File: src/sv/adsr_envelope_apply_defines.svh
// assertion macros shared by the envelope block
`ifndef ADSR_ENVELOPE_APPLY_DEFINES_SVH
`define ADSR_ENVELOPE_APPLY_DEFINES_SVH

// property checked only while out of reset
`define ADSR_ASSERT(lbl, prop, msg) \
    lbl: assert property (@(posedge i_clk) disable iff (!i_rst_n) prop) else $error(msg);

// property checked at every edge, reset included
`define ADSR_ASSERT_ALWAYS(lbl, prop, msg) \
    lbl: assert property (@(posedge i_clk) prop) else $error(msg);

`endif

File: src/sv/adsr_pkg.sv
// types and constants of the adsr envelope block
package adsr_pkg;

    localparam int SAMPLE_W    = 16;
    localparam int LEVEL_W     = 16;
    localparam int FRAC_W      = 14;
    localparam int QUOT_W      = 18;
    localparam int CNT_W       = 5;
    localparam int CFG_IDX_W   = 3;
    localparam int QUEUE_DEPTH = 2;

    localparam logic [LEVEL_W-1:0]  LEVEL_ONE    = 16'd16384;
    localparam logic [QUOT_W-1:0]   SAT_POS_Q    = 18'd32767;
    localparam logic [QUOT_W-1:0]   SAT_NEG_Q    = 18'd32768;
    localparam logic [SAMPLE_W-1:0] SAT_POS_OUT  = 16'h7FFF;
    localparam logic [SAMPLE_W-1:0] SAT_NEG_OUT  = 16'h8000;

    // configuration register indexes
    typedef enum logic [CFG_IDX_W-1:0] {
        CFG_TOTAL_LENGTH  = 3'd0,
        CFG_ATTACK_LEN    = 3'd1,
        CFG_DECAY_LEN     = 3'd2,
        CFG_RELEASE_LEN   = 3'd3,
        CFG_ATTACK_LEVEL  = 3'd4,
        CFG_SUSTAIN_LEVEL = 3'd5
    } t_cfg_idx;

    // result status codes
    typedef enum logic [1:0] {
        ST_OK         = 2'd0,
        ST_PHASE_LONG = 2'd1,
        ST_BEYOND     = 2'd2
    } t_status;

    typedef enum logic [2:0] {
        F_IDLE,
        F_CLASS,
        F_MUL1,
        F_MUL2,
        F_PUSH
    } t_front_state;

    typedef enum logic [2:0] {
        B_IDLE,
        B_MUL1,
        B_MUL2,
        B_DIV,
        B_DONE
    } t_back_state;

    typedef struct packed {
        logic signed [SAMPLE_W-1:0] sample_in;
        logic                       start_req;
    } t_in_word;

    typedef struct packed {
        logic signed [SAMPLE_W-1:0] sample_out;
        logic [1:0]                 status;
    } t_out_word;

    // sample and classification handed from front to back
    typedef struct packed {
        logic [SAMPLE_W-1:0] sample;
        t_status             status;
    } t_head;

endpackage

File: src/sv/adsr_queue.sv
// two-entry first-word-fall-through queue between front and back
`include "adsr_envelope_apply_defines.svh"

module adsr_queue #(
    parameter int DATA_W = 8
) (
    input  logic              i_clk,
    input  logic              i_rst_n,
    input  logic              i_push,
    input  logic [DATA_W-1:0] i_data,
    output logic              o_full,
    input  logic              i_pop,
    output logic [DATA_W-1:0] o_data,
    output logic              o_empty
);

    localparam int DEPTH = adsr_pkg::QUEUE_DEPTH;
    localparam int PTR_W = $clog2(DEPTH);
    localparam int CNT_W = $clog2(DEPTH + 1);

    logic [DATA_W-1:0] r_mem [DEPTH];
    logic [PTR_W-1:0]  r_wr_ptr;
    logic [PTR_W-1:0]  r_rd_ptr;
    logic [CNT_W-1:0]  r_count;

    assign o_full  = (r_count == CNT_W'(DEPTH));
    assign o_empty = (r_count == '0);
    assign o_data  = r_mem[r_rd_ptr];

    // pointers and fill count
    always_ff @(posedge i_clk) begin
        if (!i_rst_n) begin
            r_wr_ptr <= '0;
            r_rd_ptr <= '0;
            r_count  <= '0;
        end else begin
            if (i_push) begin
                r_wr_ptr <= (r_wr_ptr == PTR_W'(DEPTH - 1)) ? '0 : r_wr_ptr + 1'b1;
            end
            if (i_pop) begin
                r_rd_ptr <= (r_rd_ptr == PTR_W'(DEPTH - 1)) ? '0 : r_rd_ptr + 1'b1;
            end
            if (i_push && !i_pop) begin
                r_count <= r_count + 1'b1;
            end else if (i_pop && !i_push) begin
                r_count <= r_count - 1'b1;
            end
        end
    end

    // entry storage
    always_ff @(posedge i_clk) begin
        if (i_push) begin
            r_mem[r_wr_ptr] <= i_data;
        end
    end

    `ADSR_ASSERT(a_no_overflow, i_push |-> !o_full, "push into a full queue")
    `ADSR_ASSERT(a_no_underflow, i_pop |-> !o_empty, "pop from an empty queue")

endmodule

File: src/sv/adsr_front.sv
// front end: accepts words, tracks position, classifies phase, forms gain numerator
module adsr_front #(
    parameter int LENGTH_BITS = 24
) (
    input  logic                     i_clk,
    input  logic                     i_rst_n,
    input  logic                     i_in_valid,
    output logic                     o_in_ready,
    input  adsr_pkg::t_in_word       i_in_word,
    input  logic [LENGTH_BITS-1:0]   i_total_length,
    input  logic [LENGTH_BITS-1:0]   i_attack_len,
    input  logic [LENGTH_BITS-1:0]   i_decay_len,
    input  logic [LENGTH_BITS-1:0]   i_release_len,
    input  logic [adsr_pkg::LEVEL_W-1:0] i_attack_level,
    input  logic [adsr_pkg::LEVEL_W-1:0] i_sustain_level,
    output logic                     o_push,
    input  logic                     i_full,
    output adsr_pkg::t_head          o_head,
    output logic [adsr_pkg::LEVEL_W+LENGTH_BITS-1:0] o_gain,
    output logic [LENGTH_BITS-1:0]   o_dlen
);

    localparam int W      = LENGTH_BITS;
    localparam int LVL_W  = adsr_pkg::LEVEL_W;
    localparam int GAIN_W = LVL_W + W;

    adsr_pkg::t_front_state r_state, n_state;

    logic [W-1:0]            r_pos;
    logic [W-1:0]            r_p;
    logic [W-1:0]            w_p;
    logic [adsr_pkg::SAMPLE_W-1:0] r_sample;
    adsr_pkg::t_status       r_status, w_status;
    logic [LVL_W-1:0]        r_x1, r_x2, w_x1, w_x2;
    logic [W-1:0]            r_y1, r_y2, w_y1, w_y2;
    logic [W-1:0]            r_dlen, w_dlen;
    logic [GAIN_W-1:0]       r_m1;
    logic [GAIN_W-1:0]       r_gain;

    logic [W+1:0]            w_sum_adr;
    logic [W:0]              w_end_decay;
    logic [W:0]              w_p_plus_r;
    logic [W-1:0]            w_dec_idx;

    // position taken for this word, restarted by a start request
    assign w_p = i_in_word.start_req ? '0 : r_pos;

    // state register and position counter
    always_ff @(posedge i_clk) begin
        if (!i_rst_n) begin
            r_state <= adsr_pkg::F_IDLE;
            r_pos   <= '0;
        end else begin
            r_state <= n_state;
            if (o_in_ready && i_in_valid) begin
                r_pos <= (&w_p) ? w_p : w_p + 1'b1;
            end
        end
    end

    // next state and handshake
    always_comb begin
        n_state    = r_state;
        o_in_ready = 1'b0;
        o_push     = 1'b0;
        unique case (r_state)
            adsr_pkg::F_IDLE: begin
                o_in_ready = 1'b1;
                if (i_in_valid) begin
                    n_state = adsr_pkg::F_CLASS;
                end
            end
            adsr_pkg::F_CLASS: n_state = adsr_pkg::F_MUL1;
            adsr_pkg::F_MUL1:  n_state = adsr_pkg::F_MUL2;
            adsr_pkg::F_MUL2:  n_state = adsr_pkg::F_PUSH;
            adsr_pkg::F_PUSH: begin
                if (!i_full) begin
                    o_push  = 1'b1;
                    n_state = adsr_pkg::F_IDLE;
                end
            end
            default: n_state = adsr_pkg::F_IDLE;
        endcase
    end

    // phase boundaries
    assign w_sum_adr   = {2'b00, i_attack_len} + {2'b00, i_decay_len} + {2'b00, i_release_len};
    assign w_end_decay = {1'b0, i_attack_len} + {1'b0, i_decay_len};
    assign w_p_plus_r  = {1'b0, r_p} + {1'b0, i_release_len};
    assign w_dec_idx   = r_p - i_attack_len;

    // phase select and gain operands: gain = x1*y1 + x2*y2 over dlen
    always_comb begin
        w_status = adsr_pkg::ST_OK;
        w_x1     = '0;
        w_y1     = '0;
        w_x2     = '0;
        w_y2     = '0;
        w_dlen   = W'(1);
        priority if (w_sum_adr > {2'b00, i_total_length}) begin
            w_status = adsr_pkg::ST_PHASE_LONG;
        end else if (r_p >= i_total_length) begin
            w_status = adsr_pkg::ST_BEYOND;
        end else if (r_p < i_attack_len) begin
            w_x1   = i_attack_level;
            w_y1   = r_p;
            w_dlen = i_attack_len;
        end else if ({1'b0, r_p} < w_end_decay) begin
            w_x1   = i_attack_level;
            w_y1   = i_decay_len - w_dec_idx;
            w_x2   = i_sustain_level;
            w_y2   = w_dec_idx;
            w_dlen = i_decay_len;
        end else if (w_p_plus_r < {1'b0, i_total_length}) begin
            w_x1 = i_sustain_level;
            w_y1 = W'(1);
        end else begin
            w_x1   = i_sustain_level;
            w_y1   = i_total_length - W'(1) - r_p;
            w_dlen = i_release_len;
        end
    end

    // datapath registers
    always_ff @(posedge i_clk) begin
        unique case (r_state)
            adsr_pkg::F_IDLE: begin
                r_p      <= w_p;
                r_sample <= i_in_word.sample_in;
            end
            adsr_pkg::F_CLASS: begin
                r_status <= w_status;
                r_x1     <= w_x1;
                r_y1     <= w_y1;
                r_x2     <= w_x2;
                r_y2     <= w_y2;
                r_dlen   <= w_dlen;
            end
            adsr_pkg::F_MUL1: begin
                r_m1 <= GAIN_W'(r_x1) * GAIN_W'(r_y1);
            end
            adsr_pkg::F_MUL2: begin
                r_gain <= r_m1 + GAIN_W'(r_x2) * GAIN_W'(r_y2);
            end
            default: begin
            end
        endcase
    end

    assign o_head.sample = r_sample;
    assign o_head.status = r_status;
    assign o_gain        = r_gain;
    assign o_dlen        = r_dlen;

endmodule

File: src/sv/adsr_back.sv
// back end: sample times gain, serial rounding divide, saturation, output register
`include "adsr_envelope_apply_defines.svh"

module adsr_back #(
    parameter int LENGTH_BITS = 24
) (
    input  logic                     i_clk,
    input  logic                     i_rst_n,
    input  logic                     i_empty,
    output logic                     o_pop,
    input  adsr_pkg::t_head          i_head,
    input  logic [adsr_pkg::LEVEL_W+LENGTH_BITS-1:0] i_gain,
    input  logic [LENGTH_BITS-1:0]   i_dlen,
    output logic                     o_out_valid,
    input  logic                     i_out_ready,
    output adsr_pkg::t_out_word      o_out_word
);

    localparam int W      = LENGTH_BITS;
    localparam int SMP_W  = adsr_pkg::SAMPLE_W;
    localparam int FRAC_W = adsr_pkg::FRAC_W;
    localparam int QUOT_W = adsr_pkg::QUOT_W;
    localparam int CNT_W  = adsr_pkg::CNT_W;
    localparam int GAIN_W = adsr_pkg::LEVEL_W + W;
    localparam int LO_W   = GAIN_W / 2;
    localparam int HI_W   = GAIN_W - LO_W;
    localparam int NUM_W  = SMP_W + GAIN_W;
    localparam int DEN_W  = W + FRAC_W;

    adsr_pkg::t_back_state r_state, n_state;

    logic [SMP_W-1:0]     r_sample;
    adsr_pkg::t_status    r_status;
    logic [GAIN_W-1:0]    r_gain;
    logic [W-1:0]         r_dlen;
    logic [SMP_W-1:0]     r_mag;
    logic                 r_neg;
    logic [NUM_W-1:0]     r_pp;
    logic [DEN_W-1:0]     r_rem;
    logic [QUOT_W-1:0]    r_lo;
    logic [CNT_W-1:0]     r_cnt;
    logic                 r_out_valid;
    adsr_pkg::t_out_word  r_out_word;

    logic                 w_neg_in;
    logic [SMP_W+LO_W-1:0] w_pp_lo;
    logic [SMP_W+HI_W-1:0] w_pp_hi;
    logic [NUM_W-1:0]     w_num;
    logic [DEN_W-1:0]     w_den;
    logic [DEN_W:0]       w_trial;
    logic [DEN_W:0]       w_diff;
    logic                 w_qbit;
    logic [SMP_W-1:0]     w_res;
    logic                 w_load_out;

    assign w_neg_in = i_head.sample[SMP_W-1];

    // partial products of magnitude times gain
    assign w_pp_lo = r_mag * r_gain[LO_W-1:0];
    assign w_pp_hi = r_mag * r_gain[GAIN_W-1:LO_W];
    assign w_num   = r_pp + (NUM_W'(w_pp_hi) << LO_W) + (NUM_W'(r_dlen) << (FRAC_W - 1));

    // one restoring divide step
    assign w_den   = {r_dlen, FRAC_W'(0)};
    assign w_trial = {r_rem, r_lo[QUOT_W-1]};
    assign w_diff  = w_trial - {1'b0, w_den};
    assign w_qbit  = (w_trial >= {1'b0, w_den});

    // rounded quotient back to a signed sample, saturated
    always_comb begin
        if (r_status != adsr_pkg::ST_OK) begin
            w_res = r_sample;
        end else if (r_neg) begin
            w_res = (r_lo > adsr_pkg::SAT_NEG_Q) ? adsr_pkg::SAT_NEG_OUT
                                                 : SMP_W'(QUOT_W'(0) - r_lo);
        end else begin
            w_res = (r_lo > adsr_pkg::SAT_POS_Q) ? adsr_pkg::SAT_POS_OUT
                                                 : r_lo[SMP_W-1:0];
        end
    end

    // next state, queue pop and output load
    always_comb begin
        n_state    = r_state;
        o_pop      = 1'b0;
        w_load_out = 1'b0;
        unique case (r_state)
            adsr_pkg::B_IDLE: begin
                if (!i_empty) begin
                    o_pop   = 1'b1;
                    n_state = (i_head.status == adsr_pkg::ST_OK) ? adsr_pkg::B_MUL1
                                                                 : adsr_pkg::B_DONE;
                end
            end
            adsr_pkg::B_MUL1: n_state = adsr_pkg::B_MUL2;
            adsr_pkg::B_MUL2: n_state = adsr_pkg::B_DIV;
            adsr_pkg::B_DIV: begin
                if (r_cnt == CNT_W'(QUOT_W - 1)) begin
                    n_state = adsr_pkg::B_DONE;
                end
            end
            adsr_pkg::B_DONE: begin
                if (!r_out_valid || i_out_ready) begin
                    w_load_out = 1'b1;
                    n_state    = adsr_pkg::B_IDLE;
                end
            end
            default: n_state = adsr_pkg::B_IDLE;
        endcase
    end

    // control registers
    always_ff @(posedge i_clk) begin
        if (!i_rst_n) begin
            r_state     <= adsr_pkg::B_IDLE;
            r_out_valid <= 1'b0;
        end else begin
            r_state <= n_state;
            if (w_load_out) begin
                r_out_valid <= 1'b1;
            end else if (i_out_ready) begin
                r_out_valid <= 1'b0;
            end
        end
    end

    // datapath registers
    always_ff @(posedge i_clk) begin
        unique case (r_state)
            adsr_pkg::B_IDLE: begin
                r_sample <= i_head.sample;
                r_status <= i_head.status;
                r_gain   <= i_gain;
                r_dlen   <= i_dlen;
                r_neg    <= w_neg_in;
                r_mag    <= w_neg_in ? (~i_head.sample + 1'b1) : i_head.sample;
            end
            adsr_pkg::B_MUL1: begin
                r_pp <= NUM_W'(w_pp_lo);
            end
            adsr_pkg::B_MUL2: begin
                r_rem <= w_num[NUM_W-1:QUOT_W];
                r_lo  <= w_num[QUOT_W-1:0];
                r_cnt <= '0;
            end
            adsr_pkg::B_DIV: begin
                r_rem <= w_qbit ? w_diff[DEN_W-1:0] : w_trial[DEN_W-1:0];
                r_lo  <= {r_lo[QUOT_W-2:0], w_qbit};
                r_cnt <= r_cnt + 1'b1;
            end
            default: begin
            end
        endcase
        if (w_load_out) begin
            r_out_word.sample_out <= w_res;
            r_out_word.status     <= r_status;
        end
    end

    assign o_out_valid = r_out_valid;
    assign o_out_word  = r_out_word;

    `ADSR_ASSERT(a_rem_below_den, (r_state == adsr_pkg::B_DIV) |-> (r_rem < w_den), "divider remainder not below divisor")
    `ADSR_ASSERT_ALWAYS(a_reset_clears_out, !i_rst_n |=> !o_out_valid, "output valid after reset")

endmodule

File: src/sv/adsr_envelope_apply.sv
// top level of the adsr envelope block: config registers, front, queue and back
// Multiplies each signed 16-bit sample by a linear attack/decay/sustain/release gain
// (Q2.14 levels, phase lengths in samples) and rounds half away from zero with 16-bit
// saturation. A word with start_req set restarts the position at zero; the position then
// counts one per word and holds at its all-ones value. If attack+decay+release exceeds
// the total length the sample passes unchanged with status 1; past the total length it
// passes unchanged with status 2. The front end takes a new word only after pushing the
// last one into a two-entry queue to the back end, whose split multiply and 18-step
// serial divider handle one word at a time; a status-1 or status-2 word skips the
// multiply and divide. Configuration is written through a plain write port and must
// only change while no word is in flight.
module adsr_envelope_apply #(
    parameter int LENGTH_BITS = 24,
    parameter int CFG_W       = (LENGTH_BITS > 16) ? LENGTH_BITS : 16
) (
    input  logic                              i_clk,
    input  logic                              i_rst_n,
    input  logic                              i_in_valid,
    output logic                              o_in_ready,
    input  adsr_pkg::t_in_word                i_in_word,
    output logic                              o_out_valid,
    input  logic                              i_out_ready,
    output adsr_pkg::t_out_word               o_out_word,
    input  logic                              i_cfg_we,
    input  logic [adsr_pkg::CFG_IDX_W-1:0]    i_cfg_idx,
    input  logic [CFG_W-1:0]                  i_cfg_wdata
);

    localparam int W      = LENGTH_BITS;
    localparam int LVL_W  = adsr_pkg::LEVEL_W;
    localparam int GAIN_W = LVL_W + W;
    localparam int HEAD_W = $bits(adsr_pkg::t_head);
    localparam int Q_W    = HEAD_W + GAIN_W + W;

    logic [W-1:0]     r_total_length;
    logic [W-1:0]     r_attack_len;
    logic [W-1:0]     r_decay_len;
    logic [W-1:0]     r_release_len;
    logic [LVL_W-1:0] r_attack_level;
    logic [LVL_W-1:0] r_sustain_level;

    logic                 w_push, w_pop, w_full, w_empty;
    adsr_pkg::t_head      w_front_head, w_back_head;
    logic [GAIN_W-1:0]    w_front_gain, w_back_gain;
    logic [W-1:0]         w_front_dlen, w_back_dlen;
    logic [Q_W-1:0]       w_q_in, w_q_out;

    // configuration registers
    always_ff @(posedge i_clk) begin
        if (!i_rst_n) begin
            r_total_length  <= '0;
            r_attack_len    <= '0;
            r_decay_len     <= '0;
            r_release_len   <= '0;
            r_attack_level  <= adsr_pkg::LEVEL_ONE;
            r_sustain_level <= adsr_pkg::LEVEL_ONE;
        end else if (i_cfg_we) begin
            unique case (i_cfg_idx)
                adsr_pkg::CFG_TOTAL_LENGTH:  r_total_length  <= i_cfg_wdata[W-1:0];
                adsr_pkg::CFG_ATTACK_LEN:    r_attack_len    <= i_cfg_wdata[W-1:0];
                adsr_pkg::CFG_DECAY_LEN:     r_decay_len     <= i_cfg_wdata[W-1:0];
                adsr_pkg::CFG_RELEASE_LEN:   r_release_len   <= i_cfg_wdata[W-1:0];
                adsr_pkg::CFG_ATTACK_LEVEL:  r_attack_level  <= i_cfg_wdata[LVL_W-1:0];
                adsr_pkg::CFG_SUSTAIN_LEVEL: r_sustain_level <= i_cfg_wdata[LVL_W-1:0];
                default: begin
                end
            endcase
        end
    end

    // front end
    adsr_front #(
        .LENGTH_BITS (LENGTH_BITS)
    ) u_front (
        .i_clk           (i_clk),
        .i_rst_n         (i_rst_n),
        .i_in_valid      (i_in_valid),
        .o_in_ready      (o_in_ready),
        .i_in_word       (i_in_word),
        .i_total_length  (r_total_length),
        .i_attack_len    (r_attack_len),
        .i_decay_len     (r_decay_len),
        .i_release_len   (r_release_len),
        .i_attack_level  (r_attack_level),
        .i_sustain_level (r_sustain_level),
        .o_push          (w_push),
        .i_full          (w_full),
        .o_head          (w_front_head),
        .o_gain          (w_front_gain),
        .o_dlen          (w_front_dlen)
    );

    // queue packing
    assign w_q_in = {w_front_head, w_front_gain, w_front_dlen};
    assign {w_back_head, w_back_gain, w_back_dlen} = w_q_out;

    adsr_queue #(
        .DATA_W (Q_W)
    ) u_queue (
        .i_clk   (i_clk),
        .i_rst_n (i_rst_n),
        .i_push  (w_push),
        .i_data  (w_q_in),
        .o_full  (w_full),
        .i_pop   (w_pop),
        .o_data  (w_q_out),
        .o_empty (w_empty)
    );

    // back end
    adsr_back #(
        .LENGTH_BITS (LENGTH_BITS)
    ) u_back (
        .i_clk       (i_clk),
        .i_rst_n     (i_rst_n),
        .i_empty     (w_empty),
        .o_pop       (w_pop),
        .i_head      (w_back_head),
        .i_gain      (w_back_gain),
        .i_dlen      (w_back_dlen),
        .o_out_valid (o_out_valid),
        .i_out_ready (i_out_ready),
        .o_out_word  (o_out_word)
    );

endmodule
File: config.mk
export PLATFORM = sky130hd
export DESIGN_NAME = adsr_envelope_apply
export DESIGN_NICKNAME = d
export VERILOG_FILES = /design/src/sv/adsr_pkg.sv /design/src/sv/adsr_queue.sv /design/src/sv/adsr_front.sv /design/src/sv/adsr_back.sv /design/src/sv/adsr_envelope_apply.sv
export VERILOG_INCLUDE_DIRS = /design/src /design/src/sv
export SDC_FILE = /design/constraint.sdc
export NUM_CORES = 2
export LEC_CHECK = 0
export BUFFER_PORTS_ARGS = -buffer_cell sky130_fd_sc_hd__buf_2
export CAP_MARGIN = 5
export CORE_MARGIN = 3
export CORE_UTILIZATION = 60
export DETAILED_ROUTE_END_ITERATION = 6
export PLACE_DENSITY = 0.74
export SETUP_SLACK_MARGIN = 0.4
export SLEW_MARGIN = 30
export SYNTH_ARGS = -nofsm -noshare
export SYNTH_HDL_FRONTEND = slang
export SYNTH_SLANG_ARGS = --single-unit
File: constraint.sdc
create_clock -name i_clk -period 15.2 [get_ports i_clk]
set_input_delay 0.76 -clock i_clk [delete_from_list [all_inputs] [get_ports i_clk]]
set_output_delay 0.76 -clock i_clk [all_outputs]
set_load 0.05 [all_outputs]
# Word level (Yosys, flattened, before mapping)
# Memory sizes are Yosys's and may differ from the RTL's. A register that Yosys moved wholly into a read port is not among the register bits.
# Index checks and enable logic that the tools add are counted.
# op_classes
add_sub_neg	20
mul	4
div_mod_pow	0
magnitude_cmp	8
eq_ne	20
n_shift	0
muxes	45
bitwise_logic	2
n_reduce_logical	27
# op_table
operator	n
$mux W24	8
$mux W16	6
$mul A16 B24 Y40	2
$pmux W38 S2	1
$add A24 B24 Y25	3
$mul A16 B20 Y36	2
$sub A24 B24 Y24	3
$add A36 B56 Y56	1
$add A56 B37 Y56	1
$add A40 B40 Y40	1
$ge A39 B38 Y1	1
$mux W38	1
$sub A38 B38 Y38	1
$pmux W18 S2	1
$pmux W3 S5	2
$add A26 B24 Y26	1
$gt A26 B24 Y1	1
$lt A24 B25 Y1	1
$lt A25 B24 Y1	1
$add A24 B1 Y24 const B	1
$ge A24 B24 Y1	1
$lt A24 B24 Y1	1
$reduce_and A24 Y1	1
$sub A24 B1 Y24 const B	1
32 further kinds	83
# word_totals
ff_bits	603
latch_bits	0
mem_bits_rw	164
rom_bits	0
in_bits	49
output_inout_bits	20
elab_cells	163
mem_count	1
# memory_table
name	depth	word_bits	rd	rd_ports_with_merged_regs	wr	line_no	source
u_queue.r_mem	2	82	1	1	1	adsr_queue.sv:21	logic [DATA_W-1:0] r_mem [DEPTH];

# Logic depth before layout (Yosys ltp)
# depth
depth_word	7
depth_mapped	34
ltp_nobuf	32

# Modules after synthesis
# Synthesis repeated with hierarchy kept, for this count alone.
# unflattened
hier_cells	9006
area_unflattened_um2	87422.6
# modules_own_cells
mod	instances	cells_per_inst	area_each_um2	seq_area_each_um2
adsr_front	1	4812	44029.7	7327.0
adsr_back	1	3469	32471.1	6446.2
adsr_queue	1	277	6164.7	5024.8
adsr_envelope_apply	1	448	4757.1	2562.5

# Worst setup path after synthesis
# No wires, ideal clock.
# synth_timing
path_kind	register -> register
from	reg u_front.r_state[0]
to	reg u_front.r_dlen[0] (netlist: u_front.o_dlen[0]) (enable)
setup_ns	0.725
arrival_ns	8.164
t_required_ns	14.475
path_slack_ns	6.310
path_stages_with_launch	2
path_buffers	0
synth_period_minus_slack_ns	8.890
cell_sequence	dfxtp_1 -> nor3b_1
# synth_between
elab_chain_cells	1
# synth_rtl
item	line_no	source
start, declared	adsr_front.sv:27	adsr_pkg::t_front_state r_state, n_state;
start signal, assigned	adsr_front.sv:51	r_state <= adsr_pkg::F_IDLE;
start signal, assigned	adsr_front.sv:54	r_state <= n_state;
$eq A3 B1 Y1	adsr_front.sv:126	unique case (r_state)
end signal, assigned	adsr_front.sv:137	r_dlen <= w_dlen;
end, declared	adsr_front.sv:36	logic [W-1:0] r_dlen, w_dlen;
# Every way passes these cells.
# A chain may end at the register's enable or synchronous reset.

# Worst setup path after layout
# layout_timing
from	reg u_back.r_mag[7]
to	reg u_back.r_rem[36], data pin
# layout_between
elab_chain_cells	4
# layout_rtl
item	line_no	source
start, declared	adsr_back.sv:36	logic [SMP_W-1:0] r_mag;
start signal, assigned	adsr_back.sv:136	r_mag <= w_neg_in ? (~i_head.sample + 1'b1) : i_head.sample;
$mul A16 B20 Y36	adsr_back.sv:60	assign w_pp_hi = r_mag * r_gain[GAIN_W-1:LO_W];
$add A36 B56 Y56	adsr_back.sv:61	assign w_num = r_pp + (NUM_W'(w_pp_hi) << LO_W) + (NUM_W'(r_dlen) << (FRAC_W - 1));
$add A56 B37 Y56	adsr_back.sv:61	
$pmux W38 S2	adsr_back.sv:129	unique case (r_state)
end signal, assigned	adsr_back.sv:142	r_rem <= w_num[NUM_W-1:QUOT_W];
end signal, assigned	adsr_back.sv:147	r_rem <= w_qbit ? w_diff[DEN_W-1:0] : w_trial[DEN_W-1:0];
end, declared	adsr_back.sv:39	logic [DEN_W-1:0] r_rem;
# Every way passes these cells.

==> metrics.txt <==
site row count ~140; sequential cell area ~0.021 mm²; number of storage elements in the synthesis netlist approximately 770; First-pass DRT Iterations 6; Port Buf Inserts 68; Post-DRT Antenna Nets 0; starting utilization of the core area 0.606; delay of the slowest cell on the worst path roughly 0.74 ns; Clock Pin Slew Worst Setup and Hold Paths 0.06 ns; Mapped Area approximately 0.086 mm²; x dimension of the die slightly below 400 µm; distinct cell type count after synthesis 85; vias in the first global route ~66,000; sort of element at the end of the critical path flop; buffer depth of the longest clock path 3; Setup crit start kind flop; accumulated negative setup slack 0 ns; Synth Instances 8,980; area share of and/or/nand/nor cells after synthesis 0.150; final hold violations 0; most instantiated flip-flop cell in the synthesis netlist edfxtp_1; Crit. path cell count 29; area of the core between 0.1 and 0.15 mm²; Max Clk Rate 110 MHz; multi-input logic area 0.0577 mm²; compound-gate portion of the synthesized area 0.0920; number of post-CTS setup repair buffers 0; reg-to-reg endpoint u_back.r_rem[36]$_DFFE_PP_; cells resized by post-CTS repair 0; result of the run finished clean; number of buffers added to fix hold violations after cts 0; beginning of the critical path u_back.r_mag[7]$_DFFE_PP_; delay-heaviest family, CP adder cells; crit path max fanout 25; first-pass GRT wire length approximately 370,000 µm; Synth async-reset ratio 0; Arrival @ worst endpoint 9.51 ns; category of the most critical setup path flop to flop; total wire length ~230,000 µm; Worst Hold Depth 1; post-synth net total ~11,000; Synth Warn # 0; via count between 60,000 and 70,000; TritonCTS clock tree done; P&R area growth vs syn 5.87%; post-route clock period utilization 0.600; minimum period implied by the final worst setup slack approximately 9.1 ns; per-cell routed wire length approximately 21 µm; highest-count cells in the layout ignoring fill and taps inv_1, nand2_1, fa_1; worst min-delay path class primary input to flop; I/O pin total slightly below 70; number of clock sinks roughly 770; Critical-path top delay cell edfxtp_1; CP bufs+invs 7; xor-xnor portion of the synthesized cell area 0.0337; RePlAce Congestion roughly 0.94; Worst Reg-to-Reg Cells 29; Final Max Slew Viols 0; sequential area share after synthesis 0.248; transition at the pin with the smallest max-transition slack about 1.1 ns; net count reported at finish roughly 11,000; gr ovfl total 0; insertion delay of the later-clocked pin in the worst-skew pair about 0.7 ns; Die Outline Area ~0.15 mm²; Max transition margin 0.283; worst r2r src u_back.r_mag[7]$_DFFE_PP_; worst hold start i_in_word[3]; fraction of synthesized area in multiplexers 0.0143; number of enable flip-flop cells after synthesis about 600; adder and majority gate portion of the synthesized area 0.380; Synth Area per Inst around 9.6 µm²; gr usage total 0.318; worst min-delay path endpoint u_front.r_sample[2]$_DFFE_PP_; final number of setup-violating endpoints 0; CTS Root Buffer Type clkbuf_16; most common cell after layout, fill and taps aside inv_1; vertical die dimension ~380 µm; dominant combinational cell family by area after synthesis adder cells; RSZ-0062 raised after global routing no; Clock Skew roughly 0.033 ns; max-capacitance violation count 0; number of antenna violations at the first check in global routing 6; Detailed Route Iter0 Violations about 5,000; Detailed Place HPWL 176,000 µm; r2r setup slk about 6.1 ns; layout cell share with drive strength beyond 1 0.0482; detail-routed via count per cell around 6; most numerous cell on the critical path fa_1; final routed DRC violation total 0; pin count of the biggest net entering global routing 100; TritonCTS buffer count 86; maximum level of the CTS H-tree 3; fillers roughly 12,000; CP required 15.59 ns
synthesized netlist by cell type, types with 51 or more instances:
cell type | instances | area share
nand2_1 | 1430 | 0.062
and2_1 | 533 | 0.039
xnor2_1 | 217 | 0.022
nor2b_1 | 78 | 0.0057
xor2_1 | 114 | 0.012
dfxtp_1 | 164 | 0.038
a221oi_1 | 53 | 0.0054
a211oi_1 | 98 | 0.0086
o21a_1 | 65 | 0.0057
a21oi_1 | 423 | 0.025
nand2b_1 | 51 | 0.0037
fa_1 | 1175 | 0.27
nor2_1 | 318 | 0.014
nand3_1 | 83 | 0.0048
o21ai_0 | 212 | 0.012
a21o_1 | 129 | 0.011
edfxtp_1 | 602 | 0.21
nor3_1 | 66 | 0.0038
inv_1 | 1505 | 0.066
mux2_2 | 79 | 0.010
ha_1 | 733 | 0.11
clkbuf_1 | 338 | 0.015
registers in the layout, summed over array words and instances (netlist names), 18 cells and up, named ones only:
name,flops
u_queue.r_mem,164
u_back.r_gain,40
u_front.o_gain,40
u_front.r_m1,40
u_back.r_rem,38
u_back.r_pp,36
r_attack_len,24
r_decay_len,24
r_release_len,24
r_total_length,24
u_back.r_dlen,24
u_front.o_dlen,24
u_front.r_p,24
u_front.r_pos,24
u_front.r_y1,24
u_front.r_y2,24
u_back.o_out_word,18
u_back.r_lo,18
worst max path at each step:
stage	to
2_1_floorplan	u_front.o_dlen[0]$_SDFFCE_PP1N_
3_3_place_gp	u_back.r_rem[36]$_DFFE_PP_
3_5_place_dp	u_back.r_rem[36]$_DFFE_PP_
4_1_cts	u_back.r_rem[36]$_DFFE_PP_
5_1_grt	u_back.r_rem[34]$_DFFE_PP_
6_report	u_back.r_rem[36]$_DFFE_PP_
metrics by stage:
step | worst slack [ns] | util | hold WS [ns] | instances | instance area [µm²]
finish | 6.09 | 0.641 | 0.270 | 10800 | 91000
global route | 5.56 | 0.641 | 0.240 | 10800 | 91000
CTS | 6.13 | 0.641 | 0.224 | 10800 | 90900
detailed placement | 6.22 | 0.620 | 0.429 | 10700 | 88000
global placement | 6.38 | 0.619 | 0.423 | 10600 | 87900
floorplan | 6.31 | - | 0.421 | 8980 | 86000
layout make-up:
type,instances,share of cell area
diodes,1,0.0000275
clock buffers,111,0.0258
clock inverters,50,0.00605
inverters,1505,0.0621
multi-input cells,6358,0.634
flip-flops and latches,766,0.235
well taps,1890,0.0260
repair buffers,144,0.0111
per-layer routing:
metal  up-vias  routed length, µm  global-route usage
met2      2694             108000               0.524
met3       641              19300              0.0570
met5         -                 21                   0
met1     31700              90700               0.415
met4         4              11400               0.134
li1      28700                  -                   -
kinds of logic (layout without fill, tap and decap cells):
group | count (synthesis) | in the layout
other | 0 | 1
DFF | 766 | 766
adders and majority gates | 1908 | 1908
AOI/OAI and AO/OA | 1237 | 1237
and+or+nand+nor | 2769 | 2769
muxes | 113 | 113
buffers and inverters | 1856 | 1810
xor gates and xnor gates | 331 | 331
worst register-to-register path, delay by kind of cell, from the launching register on:
family / cells / cell delay, ns
compound gates: 5 / 1.28
buf+inv: 7 / 0.75
xor+xnor: 2 / 0.36
flops: 1 / 0.74
fa+ha+maj: 9 / 4.22
simple gates: 6 / 1.47
Power is not shown: default switching activity piles up to over one toggle a cycle in this logic, so the estimate is an artifact.
